File: config.mk
export PLATFORM = sky130hd
export DESIGN_NAME = status_led_pattern_generator
export DESIGN_NICKNAME = d
export VERILOG_FILES = /design/src/rtl/slpg_pkg.sv /design/src/rtl/slpg_mod_unit.sv /design/src/rtl/status_led_pattern_generator.sv
export SDC_FILE = /design/constraint.sdc
export NUM_CORES = 1
export LEC_CHECK = 0
export BUFFER_PORTS_ARGS = -buffer_cell sky130_fd_sc_hd__buf_2
export CORE_UTILIZATION = 30
export CTS_CLUSTER_DIAMETER = 60
export DETAILED_ROUTE_END_ITERATION = 7
export GPL_TIMING_DRIVEN = 0
export PLACE_DENSITY = 0.49
export SETUP_SLACK_MARGIN = 0.5
export SYNTH_ARGS = -nofsm -noshare
export SYNTH_HDL_FRONTEND = slang
export SYNTH_HIERARCHICAL = 1
export SYNTH_SLANG_ARGS = --single-unit
File: constraint.sdc
create_clock -name i_clk -period 11.2 [get_ports i_clk]
set_input_delay 2.24 -clock i_clk [delete_from_list [all_inputs] [get_ports i_clk]]
set_output_delay 2.24 -clock i_clk [all_outputs]
set_load 0.01 [all_outputs]
File: src/rtl/slpg_pkg.sv
package slpg_pkg;

    // Opcodes of an input item.
    localparam logic [1:0] OP_REFRESH  = 2'd0;
    localparam logic [1:0] OP_SET_BASE = 2'd1;
    localparam logic [1:0] OP_OVERLAY  = 2'd2;

    // Configuration register indexes.
    localparam logic CFG_BRIGHTNESS = 1'b0;
    localparam logic CFG_SWAP       = 1'b1;

    // Status codes.
    localparam logic [3:0] ST_BOOT       = 4'd0;
    localparam logic [3:0] ST_PROVISION  = 4'd1;
    localparam logic [3:0] ST_OFFLINE    = 4'd2;
    localparam logic [3:0] ST_CONNECTING = 4'd3;
    localparam logic [3:0] ST_ONLINE     = 4'd4;
    localparam logic [3:0] ST_SENDING    = 4'd5;
    localparam logic [3:0] ST_SEND_OK    = 4'd6;
    localparam logic [3:0] ST_SEND_FAIL  = 4'd7;
    localparam logic [3:0] ST_UPDATE     = 4'd8;
    localparam logic [3:0] ST_LOW_BATT   = 4'd9;

    localparam int PERIOD_W   = 12;
    localparam int NIBBLES    = 8;
    localparam int CNT_W      = 3;
    localparam logic [CNT_W-1:0] CNT_LAST = CNT_W'(NIBBLES - 1);

    // Breathe triangle: x*255/1500 is floor(x*17/100), and v/100 is
    // (v*5243) >> 19 for every v the triangle produces.
    localparam int unsigned TRI_PERIOD = 3000;
    localparam int unsigned TRI_HALF   = 1500;
    localparam int unsigned TRI_MUL    = 17;
    localparam int unsigned DIV100_MUL = 5243;
    localparam int unsigned DIV100_SH  = 19;
    localparam int unsigned BREATHE_FLOOR = 40;

    typedef logic [PERIOD_W-1:0] t_period;

    // Microprogram step indexes.
    typedef logic [2:0] t_pc;
    localparam t_pc PC_WAIT   = 3'd0;
    localparam t_pc PC_SELECT = 3'd1;
    localparam t_pc PC_MOD    = 3'd2;
    localparam t_pc PC_TRI1   = 3'd3;
    localparam t_pc PC_TRI2   = 3'd4;
    localparam t_pc PC_COLOR  = 3'd5;
    localparam t_pc PC_SCALE  = 3'd6;

    typedef enum logic [2:0] {
        UOP_WAIT,
        UOP_SELECT,
        UOP_MOD,
        UOP_TRI1,
        UOP_TRI2,
        UOP_COLOR,
        UOP_SCALE
    } t_uop;

    // Condition under which the step counter holds on the current step.
    typedef enum logic [1:0] {
        STAY_NEVER,
        STAY_NO_INPUT,
        STAY_MOD_MORE,
        STAY_OUT_BUSY
    } t_stay;

    typedef struct packed {
        t_uop  uop;
        t_stay stay;
        t_pc   next;
    } t_uword;

    typedef struct packed {
        logic clear;
        logic step;
    } t_mod_ctl;

    function automatic t_uword ucode_rom(input t_pc pc);
        t_uword w;
        unique case (pc)
            PC_WAIT:   w = '{uop: UOP_WAIT,   stay: STAY_NO_INPUT, next: PC_SELECT};
            PC_SELECT: w = '{uop: UOP_SELECT, stay: STAY_NEVER,    next: PC_MOD};
            PC_MOD:    w = '{uop: UOP_MOD,    stay: STAY_MOD_MORE, next: PC_TRI1};
            PC_TRI1:   w = '{uop: UOP_TRI1,   stay: STAY_NEVER,    next: PC_TRI2};
            PC_TRI2:   w = '{uop: UOP_TRI2,   stay: STAY_NEVER,    next: PC_COLOR};
            PC_COLOR:  w = '{uop: UOP_COLOR,  stay: STAY_NEVER,    next: PC_SCALE};
            PC_SCALE:  w = '{uop: UOP_SCALE,  stay: STAY_OUT_BUSY, next: PC_WAIT};
            default:   w = '{uop: UOP_WAIT,   stay: STAY_NEVER,    next: PC_WAIT};
        endcase
        return w;
    endfunction

    // Blink period of each status; solid colors and the breathe use the
    // triangle period.
    function automatic t_period status_period(input logic [3:0] st);
        t_period p;
        case (st)
            ST_OFFLINE:    p = t_period'(1400);
            ST_CONNECTING: p = t_period'(400);
            ST_SEND_OK:    p = t_period'(240);
            ST_SEND_FAIL:  p = t_period'(240);
            ST_UPDATE:     p = t_period'(300);
            ST_LOW_BATT:   p = t_period'(150);
            default:       p = t_period'(TRI_PERIOD);
        endcase
        return p;
    endfunction

endpackage

File: src/rtl/slpg_mod_unit.sv
module slpg_mod_unit import slpg_pkg::*; (
    input  logic     i_clk,
    input  t_mod_ctl i_ctl,
    input  logic [3:0] i_nibble,
    input  t_period  i_period,
    output t_period  o_rem
);

    logic [PERIOD_W+3:0] v;
    logic [PERIOD_W+3:0] sub;
    t_period r_rem;

    // Shift one nibble into the remainder; the value is below 16 periods,
    // so four conditional subtractions of 8P, 4P, 2P and P bring it back.
    always_comb begin
        v   = {r_rem, i_nibble};
        sub = '0;
        for (int k = 3; k >= 0; k--) begin
            sub = {4'd0, i_period} << k;
            if (v >= sub) begin
                v = v - sub;
            end
        end
    end

    always_ff @(posedge i_clk) begin
        if (i_ctl.clear) begin
            r_rem <= '0;
        end else if (i_ctl.step) begin
            r_rem <= v[PERIOD_W-1:0];
        end
    end

    assign o_rem = r_rem;

endmodule

File: src/rtl/status_led_pattern_generator.sv
// An accepted item runs through the steps in order: taking the item, picking
// the status, the modulo of the time (one nibble a step in the remainder
// unit), the breathe and color steps, and scaling. A new item is taken only
// once the result of the last one has been loaded into the output register.
// Reset (synchronous, active low) clears the status, overlay and output valid,
// sets brightness to 32 and swap to off, and restarts the microprogram.
module status_led_pattern_generator import slpg_pkg::*; (
    input  logic        i_clk,
    input  logic        i_rst_n,
    input  logic        i_valid,
    output logic        o_ready,
    input  logic [1:0]  i_opcode,
    input  logic [3:0]  i_status_code,
    input  logic [31:0] i_duration_ms,
    input  logic [31:0] i_now_ms,
    output logic        o_valid,
    input  logic        i_ready,
    output logic [7:0]  o_wire_first,
    output logic [7:0]  o_wire_second,
    output logic [7:0]  o_wire_blue,
    input  logic        i_cfg_we,
    input  logic        i_cfg_index,
    input  logic [7:0]  i_cfg_wdata
);

    // The sequencer: a step counter addresses a small control store. Each
    // control word names the datapath operation of the step, a condition to
    // hold on the step, and the step that follows.
    t_pc    r_pc;
    t_uword w;
    logic   stay;

    // Kept state and configuration.
    logic [7:0]  r_brightness;
    logic        r_swap;
    logic [3:0]  r_base;
    logic [3:0]  r_overlay;
    logic [31:0] r_deadline;

    // Working registers of one item.
    logic [31:0]      r_now;
    logic [3:0]       r_show;
    logic [CNT_W-1:0] r_cnt;
    logic [14:0]      r_acc;
    logic [7:0]       r_red;
    logic [7:0]       r_green;
    logic [7:0]       r_blue;
    logic [7:0]       n_red;
    logic [7:0]       n_green;
    logic [7:0]       n_blue;

    // Output register.
    logic       r_o_valid;
    logic [7:0] r_first;
    logic [7:0] r_second;
    logic [7:0] r_wblue;

    logic        in_fire;
    logic        out_free;
    logic [31:0] deadline_sum;
    logic [31:0] diff;
    logic        overlay_live;
    t_period     period;
    t_period     rem;
    t_mod_ctl    mod_ctl;
    logic [10:0] tri_x;
    logic [27:0] tri_prod;
    logic [9:0]  tri_x3;
    logic [7:0]  breathe;
    logic        blink;
    logic [15:0] p_red;
    logic [15:0] p_green;
    logic [15:0] p_blue;
    logic [16:0] q_red;
    logic [16:0] q_green;
    logic [16:0] q_blue;

    assign w        = ucode_rom(r_pc);
    assign o_ready  = (w.uop == UOP_WAIT);
    assign in_fire  = i_valid && o_ready;
    assign out_free = !r_o_valid || i_ready;

    always_comb begin
        case (w.stay)
            STAY_NO_INPUT: stay = !i_valid;
            STAY_MOD_MORE: stay = (r_cnt != CNT_LAST);
            STAY_OUT_BUSY: stay = !out_free;
            default:       stay = 1'b0;
        endcase
    end

    // A new overlay deadline never reads as zero, since zero marks no overlay.
    assign deadline_sum = i_now_ms + i_duration_ms;

    // The overlay is shown while its deadline lies strictly ahead of now,
    // judged on the wrapped difference.
    assign diff         = r_deadline - r_now;
    assign overlay_live = (r_deadline != 32'd0) && (diff != 32'd0) && !diff[31];

    // The remainder unit divides the time by the period of the shown status,
    // one nibble per step from the top down.
    assign period  = status_period(r_show);
    assign mod_ctl = '{clear: (w.uop == UOP_SELECT), step: (w.uop == UOP_MOD)};

    slpg_mod_unit u_mod (
        .i_clk    (i_clk),
        .i_ctl    (mod_ctl),
        .i_nibble (r_now[31:28]),
        .i_period (period),
        .o_rem    (rem)
    );

    // Breathe: fold the phase into a rising and falling ramp, then scale to
    // 0..255 over two registered steps and add three quarters of it to the floor.
    assign tri_x    = (rem < t_period'(TRI_HALF)) ? rem[10:0]
                                                   : 11'(t_period'(TRI_PERIOD) - rem);
    assign tri_prod = 28'(r_acc) * 28'(DIV100_MUL);
    assign tri_x3   = 10'(r_acc[7:0]) * 10'd3;
    assign breathe  = 8'(BREATHE_FLOOR) + 8'(tri_x3 >> 2);
    assign blink    = (rem < (period >> 1));

    // Color of the shown status before scaling.
    always_comb begin
        n_red   = 8'd0;
        n_green = 8'd0;
        n_blue  = 8'd0;
        case (r_show)
            ST_BOOT: begin
                n_red   = 8'd70;
                n_green = 8'd45;
            end
            ST_PROVISION: begin
                n_red  = 8'd90;
                n_blue = 8'd90;
            end
            ST_OFFLINE:    n_red   = blink ? 8'd140 : 8'd0;
            ST_CONNECTING: n_blue  = blink ? 8'd150 : 8'd0;
            ST_ONLINE:     n_green = breathe;
            ST_SENDING: begin
                n_green = 8'd80;
                n_blue  = 8'd90;
            end
            ST_SEND_OK:    n_green = blink ? 8'd170 : 8'd0;
            ST_SEND_FAIL:  n_red   = blink ? 8'd170 : 8'd0;
            ST_UPDATE: begin
                n_red   = blink ? 8'd140 : 8'd0;
                n_green = blink ? 8'd140 : 8'd0;
                n_blue  = blink ? 8'd140 : 8'd0;
            end
            ST_LOW_BATT:   n_red   = blink ? 8'd170 : 8'd0;
            // Codes without a color stay dark.
            default:       n_blue  = 8'd0;
        endcase
    end

    // Scaling by brightness/255: for a 16-bit product v, v/255 equals
    // (v + (v >> 8) + 1) >> 8.
    assign p_red   = 16'(r_red) * 16'(r_brightness);
    assign p_green = 16'(r_green) * 16'(r_brightness);
    assign p_blue  = 16'(r_blue) * 16'(r_brightness);
    assign q_red   = 17'(p_red) + 17'(p_red >> 8) + 17'd1;
    assign q_green = 17'(p_green) + 17'(p_green >> 8) + 17'd1;
    assign q_blue  = 17'(p_blue) + 17'(p_blue >> 8) + 17'd1;

    always_ff @(posedge i_clk) begin
        if (!i_rst_n) begin
            r_pc         <= PC_WAIT;
            r_brightness <= 8'd32;
            r_swap       <= 1'b0;
            r_base       <= ST_BOOT;
            r_overlay    <= ST_BOOT;
            r_deadline   <= 32'd0;
            r_o_valid    <= 1'b0;
        end else begin
            if (!stay) begin
                r_pc <= w.next;
            end

            if (i_cfg_we) begin
                case (i_cfg_index)
                    CFG_BRIGHTNESS: r_brightness <= i_cfg_wdata;
                    CFG_SWAP:       r_swap       <= i_cfg_wdata[0];
                    default:        r_swap       <= r_swap;
                endcase
            end

            // A finished item loads the output register as soon as it is free;
            // otherwise a taken result empties it.
            if (w.uop == UOP_SCALE && out_free) begin
                r_o_valid <= 1'b1;
            end else if (r_o_valid && i_ready) begin
                r_o_valid <= 1'b0;
            end

            unique case (w.uop)
                UOP_WAIT: begin
                    if (in_fire) begin
                        r_now <= i_now_ms;
                        if (i_opcode == OP_SET_BASE) begin
                            r_base <= i_status_code;
                        end else if (i_opcode == OP_OVERLAY) begin
                            r_overlay  <= i_status_code;
                            r_deadline <= (deadline_sum == 32'd0) ? 32'd1 : deadline_sum;
                        end
                    end
                end
                UOP_SELECT: begin
                    r_cnt <= '0;
                    if (overlay_live) begin
                        r_show <= r_overlay;
                    end else begin
                        r_show     <= r_base;
                        r_deadline <= 32'd0;
                    end
                end
                UOP_MOD: begin
                    r_now <= r_now << 4;
                    r_cnt <= r_cnt + 1'b1;
                end
                UOP_TRI1: begin
                    r_acc <= 15'(tri_x) * 15'(TRI_MUL);
                end
                UOP_TRI2: begin
                    r_acc <= 15'(tri_prod[DIV100_SH+7:DIV100_SH]);
                end
                UOP_COLOR: begin
                    r_red   <= n_red;
                    r_green <= n_green;
                    r_blue  <= n_blue;
                end
                UOP_SCALE: begin
                    if (out_free) begin
                        r_first  <= r_swap ? q_green[15:8] : q_red[15:8];
                        r_second <= r_swap ? q_red[15:8] : q_green[15:8];
                        r_wblue  <= q_blue[15:8];
                    end
                end
                default: begin
                    r_cnt <= r_cnt;
                end
            endcase
        end
    end

    assign o_valid       = r_o_valid;
    assign o_wire_first  = r_first;
    assign o_wire_second = r_second;
    assign o_wire_blue   = r_wblue;

endmodule

==> results of run 1 <==
## layout make-up
class                   count  area, sq um
flip-flops and latches    162         4210
plain buffers              79          345
fillers                  8579        53400
repair buffers            129          714
clock inverters            15          215
inverters                 383         1440
well taps                1060         1330
multi-input cells        2220        19000
clock buffers              17          425
## critical path: cells and delay by family, from the launching register on
kind | cells | cell delay [ns]
buf+inv | 8 | 1.37
flops | 1 | 0.50
fa+ha+maj | 4 | 1.45
mux | 3 | 1.04
compound gates | 22 | 4.21
simple gates | 8 | 1.46
## synthesized netlist by cell type (all sizes together) (10+ instances only)
library cell / number / area [sq um]
o21a: 26 / 195
dfxtp: 65 / 1300
inv: 382 / 1430
or3: 14 / 92.6
and2: 146 / 913
nand2b: 33 / 206
nand2: 176 / 666
clkbuf: 59 / 221
nand3: 52 / 260
mux2: 63 / 721
ha: 379 / 4740
buf: 20 / 100
a32o: 25 / 250
a21oi: 173 / 885
nand4: 37 / 231
fa: 164 / 3280
a21o: 58 / 435
xor2: 58 / 508
mux2i: 27 / 270
nor2: 171 / 642
o21ai: 108 / 544
a31o: 12 / 105
nor3: 57 / 285
a31oi: 23 / 144
and3: 11 / 68.8
nor4: 23 / 144
a311oi: 15 / 131
edfxtp: 97 / 2910
a211oi: 24 / 185
o31ai: 12 / 95.1
o31a: 10 / 87.6
o21bai: 20 / 154
nor2b: 30 / 188
xnor2: 99 / 867
o211ai: 24 / 199
or2: 13 / 81.3
## cells by family (layout without fill, tap and decap cells)
kind of cell	Yosys count	count (layout)	share of synthesized area [%]
AOI/OAI and AO/OA	620	620	17.1
adders and majority gates	543	543	32.4
muxes	90	90	4.00
and+or+nand+nor	806	806	16.7
xor gates and xnor gates	157	157	5.56
buffers and inverters	462	623	7.11
other	1	4	0.0152
DFF	162	162	17.0
## routing by layer
layer | GRT usage (%) | part of all wire [%] | vias to the layer above | routed length [um]
li1 | - | - | 10300 | -
met5 | 0 | 0 | - | 0
met4 | 3.82 | 1.6 | 0 | 1030
met2 | 26.4 | 45 | 280 | 29800
met1 | 22.4 | 50 | 9698 | 32900
met3 | 2.09 | 3.2 | 51 | 2110
## cell usage in the layout, fill, tap and decap left out, drive strengths merged, types with 10 or more instances in the layout
cell type and count:
o21ai 108, or3 14, mux2 63, a211oi 24, mux2i 27, clkbuf 75, nor2 171, and3 11
o31ai 12, a311oi 15, a31oi 23, o31a 10, o21a 26, nand2 176, nor3 57, a32o 25
o211ai 24, ha 379, a21o 58, fa 164, a21oi 173, xor2 58, nor2b 30, nand3 52
and2 146, nor4 23, edfxtp 97, o21bai 20, or2 13, a31o 12, xnor2 99, inv 387
dfxtp 65, nand4 37, nand2b 33, buf 150
## state kept, by name, indices dropped and copies added, names as in the netlist, 7 cells and up
name and count:
o_wire_blue 8, o_wire_first 8, o_wire_second 8, r_acc 15
r_brightness 8, r_deadline 32, r_green 8, r_now 32
r_red 7, u_mod/o_rem 12
## stage by stage
stage | util, % | instances
after floorplan | - | 2844
after global placement | 32.9 | 4013
after detailed placement | 32.9 | 4017
after CTS | 33.9 | 4053
after global routing | 34.1 | 4065
final | 34.1 | 4065
## path summary, 6_finish.rpt
path	start	to	slack (ns)	cells after the start
worst min register to register	r_overlay[3]	r_overlay[3]	0.46	2
worst max register to register	r_show[3]	u_mod/o_rem[6]	1.02	45
worst min-delay path	r_overlay[3]	r_overlay[3]	0.46	2
worst max-delay path	r_show[3]	u_mod/o_rem[6]	1.02	45
## timing repair
action	CTS	global route
endpoints found under the setup margin	12	12
setup buffers	4	12
pin swaps	2	7
gates resized for setup	25	32
endpoints found under the hold margin	0	0
## power by group through the flow
stage,Clock (W),Sequential (W),Combinational [W]
2_1_floorplan,0,0.000774,0.00414
3_3_place_gp,0,0.000826,0.00530
3_5_place_dp,0,0.000826,0.00529
4_1_cts,0.000653,0.000812,0.00546
5_1_grt,0.000672,0.000823,0.00622
6_report,0.000631,0.000815,0.00557
==> impl_metrics.py, run 1 <==
metrics = {
    "logic_synthesis": {
        "async_flop_share_pct": 0,
        "syn-cell-area_sq_um": 24800,
        "yosysSeqAreaShare_pct": 17.0,
        "ys_seq_elements": 162,
        "synth.distinct_cells": 97,
        "synthFlopType": "edfxtp_1",
        "avgSynthCellArea_sq_um": 8.71,
        "yosys_warnings": 6,
        "synth_edf_count": 97,
        "synthCells": 2841,
    },
    "detailed_routing": {
        "post_drt_wl_per_cell_um": 16.2,
        "viasPerCell": 5.00,
        "drc": 0,
        "firstDrtPassIters": 5,
        "drt_iter0_markers": 1020,
        "vias": 20300,
        "postRouteAntennaNets": 0,
        "routed_wl_um": 65900,
    },
    "grt": {
        "grt_antenna_before_repair": 0,
        "grt_pass1_wl_um": 107000,
        "grt_max_degree": 33,
        "grt_pass1_vias": 20000,
        "grt-ovfl-total": 0,
        "grt.total_usage_pct": 16.1,
    },
    "sta": {
        "worst_pin_slew_ns": 1.40,
        "finalHoldViolCount": 0,
        "grt_setup_unrepaired": "no",
        "fmax_mhz": 98.2,
        "finClkSkew_ns": 0.0174,
        "worst_slack_ns": 1.02,
        "setup_tns_ns": 0,
        "relSlewSlack_pct": 6.63,
        "min_period_over_period_pct": 90.9,
        "fin_crit_ns": 10.18,
        "finalSetupViolCount": 0,
        "final_max_slew_viol_count": 0,
        "hold_ws_ns": 0.456,
    },
    "placement": {
        "placed_area_sq_um": 26700,
        "io_buffer_count": 109,
        "globalplace.congestion": 0.871,
        "dp_slack_ns": -1.41,
        "hpwlAfterDp_um": 55800,
    },
    "floorplan": {
        "num_rows": 104,
        "fp.dieArea_sq_um": 83700,
        "io_pins": 110,
        "core_sq_um": 81100,
        "initial_utilization_pct": 30.5,
        "die_h_um": 289,
        "fp.dieW_um": 289,
    },
    "job": {
        "drv_cap": 0,
    },
    "clock_network": {
        "holdBufCountCts": 0,
        "cts_tree": "built",
        "cts_buffers": 17,
        "root_buffer": "clkbuf_16",
        "cts_buffer_depth": 2,
        "htreeDepth": 4,
        "clock-sinks": 162,
        "clk_latency_ns": 0.49,
        "path_clk_slew_ns": 0.08,
    },
    "cells_and_area": {
        "final_area_sq_um": 27700,
        "area_delta_synth_final_pct": 11.7,
        "drive_gt1_share_pct": 10.4,
        "finalNetCount": 3619,
        "antennaDiodeCount": 0,
    },
    "power_and_ir_drop": {
        "ir_drop_v": 0.000388,
        "pwr-share-clk_pct": 9.0,
        "combPwrFrac_pct": 79.4,
        "p_seq_share_pct": 11.6,
        "p_sw_w": 0.00355,
        "powerDensity_nw_per_um2": 254,
        "swShare_pct": 50.6,
        "power.leakage_nw": 12.9,
        "total_power_w": 0.00702,
        "internal_power_w": 0.00346,
    },
    "worst_setup_path": {
        "critPathKind": "reg -> reg",
        "cp-end-kind": "flip-flop",
        "slowest_delay_ns": 0.50,
        "crit_arrival_ns": 10.53,
        "crit_top_cell": "o21ai_1",
        "worst-path-max-fanout": 10,
        "critPathRequiredTime_ns": 11.55,
        "critPathSlowestCell": "edfxtp_1",
        "cp-start-kind": "flip-flop",
    },
    "hold_path": {
        "min_path_type": "reg -> reg",
    },
    "run_status": {
        "outcome": "finished, final reports clean",
    },
}
Note: power is estimated with default switching activity, not from simulation.
==> run 2, diff against run 1 <==
- SYNTH_HIERARCHICAL: 1 -> default
==> impl_metrics.py, run 2 <==
metrics = {
    "grt": {
        "grt_antenna_before_repair": 0,
        "grt_max_degree": 29,
        "grt-ovfl-total": 0,
        "grt.total_usage_pct": 16.6,
        "grt_pass1_wl_um": 103000,
        "grt_pass1_vias": 18900,
    },
    "detailed_routing": {
        "drt_iter0_markers": 907,
        "vias": 19000,
        "firstDrtPassIters": 5,
        "viasPerCell": 4.90,
        "post_drt_wl_per_cell_um": 16.5,
        "postRouteAntennaNets": 0,
        "routed_wl_um": 63900,
        "drc": 0,
    },
    "sta": {
        "finalHoldViolCount": 0,
        "grt_setup_unrepaired": "no",
        "relSlewSlack_pct": 35.0,
        "fmax_mhz": 96.6,
        "worst_pin_slew_ns": 0.965,
        "fin_crit_ns": 10.35,
        "min_period_over_period_pct": 92.4,
        "setup_tns_ns": 0,
        "final_max_slew_viol_count": 0,
        "finClkSkew_ns": 0.0160,
        "finalSetupViolCount": 0,
    },
    "cells_and_area": {
        "area_delta_synth_final_pct": 14.5,
        "final_area_sq_um": 26700,
        "post-route-util_pct": 34.9,
        "seqCellArea_sq_um": 4210,
        "antennaDiodeCount": 0,
        "drive_gt1_share_pct": 11.0,
        "final_common_cell": "ha_1",
        "fillers": 7982,
        "final_cell_mix": "ha_1 (359), inv_1 (335), nand2_1 (215)",
        "multi_input_area_sq_um": 17900,
        "stdcell_count": 3876,
        "finalNetCount": 3446,
        "largestRegisters": "r_deadline x32, r_now x32, r_acc x15",
    },
    "worst_setup_path": {
        "critPathKind": "reg -> reg",
        "worst-path-max-fanout": 10,
        "crit_arrival_ns": 10.70,
        "slowest_delay_ns": 0.50,
        "cp-end-kind": "flip-flop",
        "cp-start-kind": "flip-flop",
        "critPathSlowestCell": "edfxtp_1",
        "critPathRequiredTime_ns": 11.55,
        "crit_top_cell": "ha_1",
    },
    "logic_synthesis": {
        "syn-num-nets": 3267,
        "synth.distinct_cells": 87,
        "synth_common_cells": "ha_1 (365), inv_1 (337), nand2_1 (218)",
        "avgSynthCellArea_sq_um": 8.78,
        "synthTopCellsByArea": "ha_1 (20%), fa_1 (14%), edfxtp_1 (13%), dfxtp_1 (5.6%), inv_1 (5.4%)",
        "synth_top_area_share_pct": 19.6,
        "async_flop_share_pct": 0,
        "syn-cell-area_sq_um": 23300,
        "synth_edf_count": 97,
        "yosysTopAreaCell": "ha_1",
        "yosysSeqAreaShare_pct": 18.1,
        "yosys_warnings": 0,
        "synthFlopType": "edfxtp_1",
        "synthCells": 2654,
        "synth.most_common_cell": "ha_1",
        "ys_seq_elements": 162,
    },
    "clock_network": {
        "cts_buffers": 17,
        "root_buffer": "clkbuf_16",
        "holdBufCountCts": 0,
        "path_clk_slew_ns": 0.07,
        "clock-sinks": 162,
        "cts_tree": "built",
        "clk_latency_ns": 0.49,
        "cts_buffer_depth": 2,
        "htreeDepth": 4,
    },
    "floorplan": {
        "core_sq_um": 76500,
        "fp.dieArea_sq_um": 78800,
        "num_rows": 101,
        "fp.dieW_um": 281,
        "die_h_um": 281,
        "io_pins": 110,
        "initial_utilization_pct": 30.5,
    },
    "power_and_ir_drop": {
        "power.leakage_nw": 12.8,
        "ir_drop_v": 0.000301,
        "powerDensity_nw_per_um2": 245,
    },
    "hold_path": {
        "min_path_type": "reg -> reg",
    },
    "placement": {
        "io_buffer_count": 109,
        "globalplace.congestion": 0.889,
        "hpwlAfterDp_um": 52300,
        "dpl.cell_count": 3796,
        "placed_area_sq_um": 25200,
    },
    "job": {
        "drv_cap": 0,
    },
    "run_status": {
        "outcome": "finished, final reports clean",
    },
}
[run 2: area by class of cell]
cell class                      count  area share, %
Buffer                             83           1.47
Tap cell                         1030           4.83
Sequential cell                   162           15.8
Clock buffer                       19           1.70
Timing Repair Buffer              160           3.62
Multi-Input combinational cell   2069           67.1
Clock inverter                     13          0.699
Inverter                          340           4.79
[run 2: worst max-delay path: cells and delay by family (launching register included)]
family | cells | cell delay, ns
AO/OA/AOI/OAI | 15 | 3.14
flip-flops | 1 | 0.50
multiplexers | 3 | 0.84
adder cells (fa/ha/maj) | 4 | 1.28
AND/OR/NAND/NOR | 16 | 3.10
buffers and inverters | 8 | 1.34
[run 2: worst paths after layout]
check,from,endpoint,slack [ns],cells after the start
worst max-delay path,r_show[2],u_mod.o_rem[10],0.85,46
worst min-delay path,r_deadline[17],r_deadline[17],0.50,1
worst max register to register,r_show[2],u_mod.o_rem[10],0.85,46
worst min register to register,r_deadline[17],r_deadline[17],0.50,1
[run 2: logic make-up after synthesis]
kind of cell,count (synthesis),share of synthesized area (%)
compound gates,585,17.0
buf+inv,423,6.96
xor+xnor,162,6.09
simple gates,742,15.9
mux,50,2.21
flops,162,18.1
fa+ha+maj,530,33.7
[run 2: through the flow]
step / hold slack (ns) / total power, W / setup WS (ns)
finish: 0.496 / 0.00654 / 0.849
global route: 0.516 / 0.00711 / 0.374
CTS: 0.497 / 0.00603 / 0.519
detailed placement: 0.483 / 0.00490 / -2.01
global placement: 0.475 / 0.00490 / -2.04
floorplan: 0.454 / 0.00392 / 0.775
[run 2: where the power goes]
part	internal (W)	leakage, nW	switching, W	total, W
Clock	0.000372	0.311	0.000291	0.000663
Sequential	0.000715	1.42	0.0000593	0.000774
Combinational	0.00230	11.0	0.00281	0.00511
Total	0.00338	12.8	0.00316	0.00654
[run 2: repair_timing]
item,in CTS,in global routing
pin swaps,14,26
hold endpoints to repair,0,0
endpoints found under the setup margin,11,11
cloned,1,0
gates resized for setup,45,57
setup buffers,19,28
[run 2: per-layer routing]
layer	share of wire, %	vias to the layer above	GRT usage [%]
li1	-	9603	-
met1	48	9030	22.5
met2	48	304	28.2
met3	2.6	49	1.66
met4	1.5	0	3.95
met5	0	-	0
==> run 3, diff against run 2 <==
- CORE_MARGIN: default -> 8
==> impl_metrics.py, run 3 (same netlist as run 2, synthesis figures left out) <==
metrics = {
    "run_status": {
        "outcome": "finished, final reports clean",
    },
    "grt": {
        "grt_antenna_before_repair": 6,
        "grt.total_usage_pct": 15.0,
        "grt_pass1_wl_um": 103000,
        "grt-ovfl-total": 0,
        "grt_pass1_vias": 19000,
        "grt_max_degree": 30,
    },
    "floorplan": {
        "core_sq_um": 77200,
        "num_rows": 102,
        "io_pins": 110,
        "fp.dieW_um": 295,
        "initial_utilization_pct": 30.2,
        "fp.dieArea_sq_um": 86800,
        "die_h_um": 295,
    },
    "detailed_routing": {
        "post_drt_wl_per_cell_um": 16.7,
        "drt_iter0_markers": 1033,
        "met1Wirelength_um": 31200,
        "top_layer": "met5",
        "firstDrtPassIters": 5,
        "drc": 0,
        "postRouteAntennaNets": 0,
        "met2WireLength_um": 29900,
        "routed_wl_um": 64600,
        "viasPerCell": 4.87,
        "vias": 18900,
        "route.met3.wl_um": 2300,
    },
    "sta": {
        "final_max_slew_viol_count": 0,
        "grt_setup_unrepaired": "no",
        "finalSetupViolCount": 0,
        "finalHoldViolCount": 0,
        "relSlewSlack_pct": 35.7,
        "fin_crit_ns": 10.30,
        "min_period_over_period_pct": 91.9,
        "worst_pin_slew_ns": 0.954,
        "fmax_mhz": 97.1,
        "finClkSkew_ns": 0.0194,
        "worst_slack_ns": 0.902,
    },
    "placement": {
        "globalplace.congestion": 0.854,
        "hpwlAfterDp_um": 53700,
        "io_buffer_count": 109,
        "dp_slack_ns": -1.73,
    },
    "cells_and_area": {
        "final_common_cell": "ha_1",
        "post-route-util_pct": 34.3,
        "largestRegisters": "r_deadline x32, r_now x32, r_acc x15",
        "final_cell_mix": "ha_1 (359), inv_1 (335), nand2_1 (215)",
        "finalNetCount": 3428,
        "drive_gt1_share_pct": 10.3,
        "area_delta_synth_final_pct": 13.6,
    },
    "power_and_ir_drop": {
        "ir_drop_v": 0.000427,
        "power.leakage_nw": 12.7,
        "powerDensity_nw_per_um2": 243,
    },
    "clock_network": {
        "cts_buffer_depth": 2,
        "cts_tree": "built",
        "clock-sinks": 162,
        "path_clk_slew_ns": 0.08,
        "clk_latency_ns": 0.51,
        "cts_buffers": 17,
        "htreeDepth": 4,
        "holdBufCountCts": 0,
        "root_buffer": "clkbuf_16",
    },
    "worst_setup_path": {
        "critPathKind": "reg -> reg",
        "crit_top_cell": "buf_4",
        "critPathRequiredTime_ns": 11.56,
        "crit_arrival_ns": 10.66,
        "critPathSlowestCell": "edfxtp_1",
        "slowest_delay_ns": 0.47,
        "cp-start-kind": "flip-flop",
        "cp-end-kind": "flip-flop",
        "worst-path-max-fanout": 10,
    },
    "job": {
        "drv_cap": 0,
    },
    "hold_path": {
        "min_path_type": "reg -> reg",
    },
}
[run 3: final timing paths]
| path | startpoint | slack (ns) | cells past startpoint | endpoint |
|---|---|---|---|---|
| worst max-delay path | r_show[2] | 0.90 | 49 | u_mod.o_rem[9] |
| worst min-delay path | r_base[2] | 0.49 | 2 | r_base[2] |
| worst max register to register | r_show[2] | 0.90 | 49 | u_mod.o_rem[9] |
| worst min register to register | r_base[2] | 0.49 | 2 | r_base[2] |
[run 3: critical path, delay by kind of cell, from the launching register on]
| family | cells | cell delay, ns |
|---|---|---|
| fa+ha+maj | 4 | 1.16 |
| simple gates | 17 | 3.00 |
| flops | 1 | 0.47 |
| mux | 2 | 0.57 |
| compound gates | 18 | 3.59 |
| buf+inv | 8 | 1.33 |
[run 3: layout make-up]
type	count	area, sq um
clock buffers	17	425
clock inverters	15	175
repair buffers	142	843
plain buffers	83	380
fillers	8120	50700
multi-input cells	2069	17800
well taps	1040	1300
inverters	340	1280
diodes	4	10.0
flip-flops and latches	162	4210
[run 3: timing repair]
action,4_1_cts,5_1_grt
pin swaps,13,17
buffers inserted,11,17
cloned,1,1
gates resized for setup,46,39
endpoints found under the setup margin,11,11
[run 3: metrics by stage]
step                instances  TNS, ns  hold slack (ns)  total power (W)  cell area (sq um)
finish                   3872        0            0.493          0.00642              26500
global route             3868        0            0.513          0.00698              26500
CTS                      3850        0            0.500          0.00602              26100
detailed placement       3806   -17.94            0.484          0.00492              25200
global placement         3803   -19.97            0.472          0.00493              25100
floorplan                2654        0            0.454          0.00392              23300
[run 3: metal layers]
layer | global-route usage (%) | up-vias
met4 | 3.60 | 4
met2 | 24.7 | 245
met3 | 2.26 | 63
met5 | 0 | -
met1 | 20.4 | 8986
li1 | - | 9553
[run 3: power by group]
group | internal (W) | leakage [nW] | switching (W)
Sequential | 0.000714 | 1.42 | 0.0000583
Combinational | 0.00224 | 11.0 | 0.00277
Clock | 0.000304 | 0.292 | 0.000327
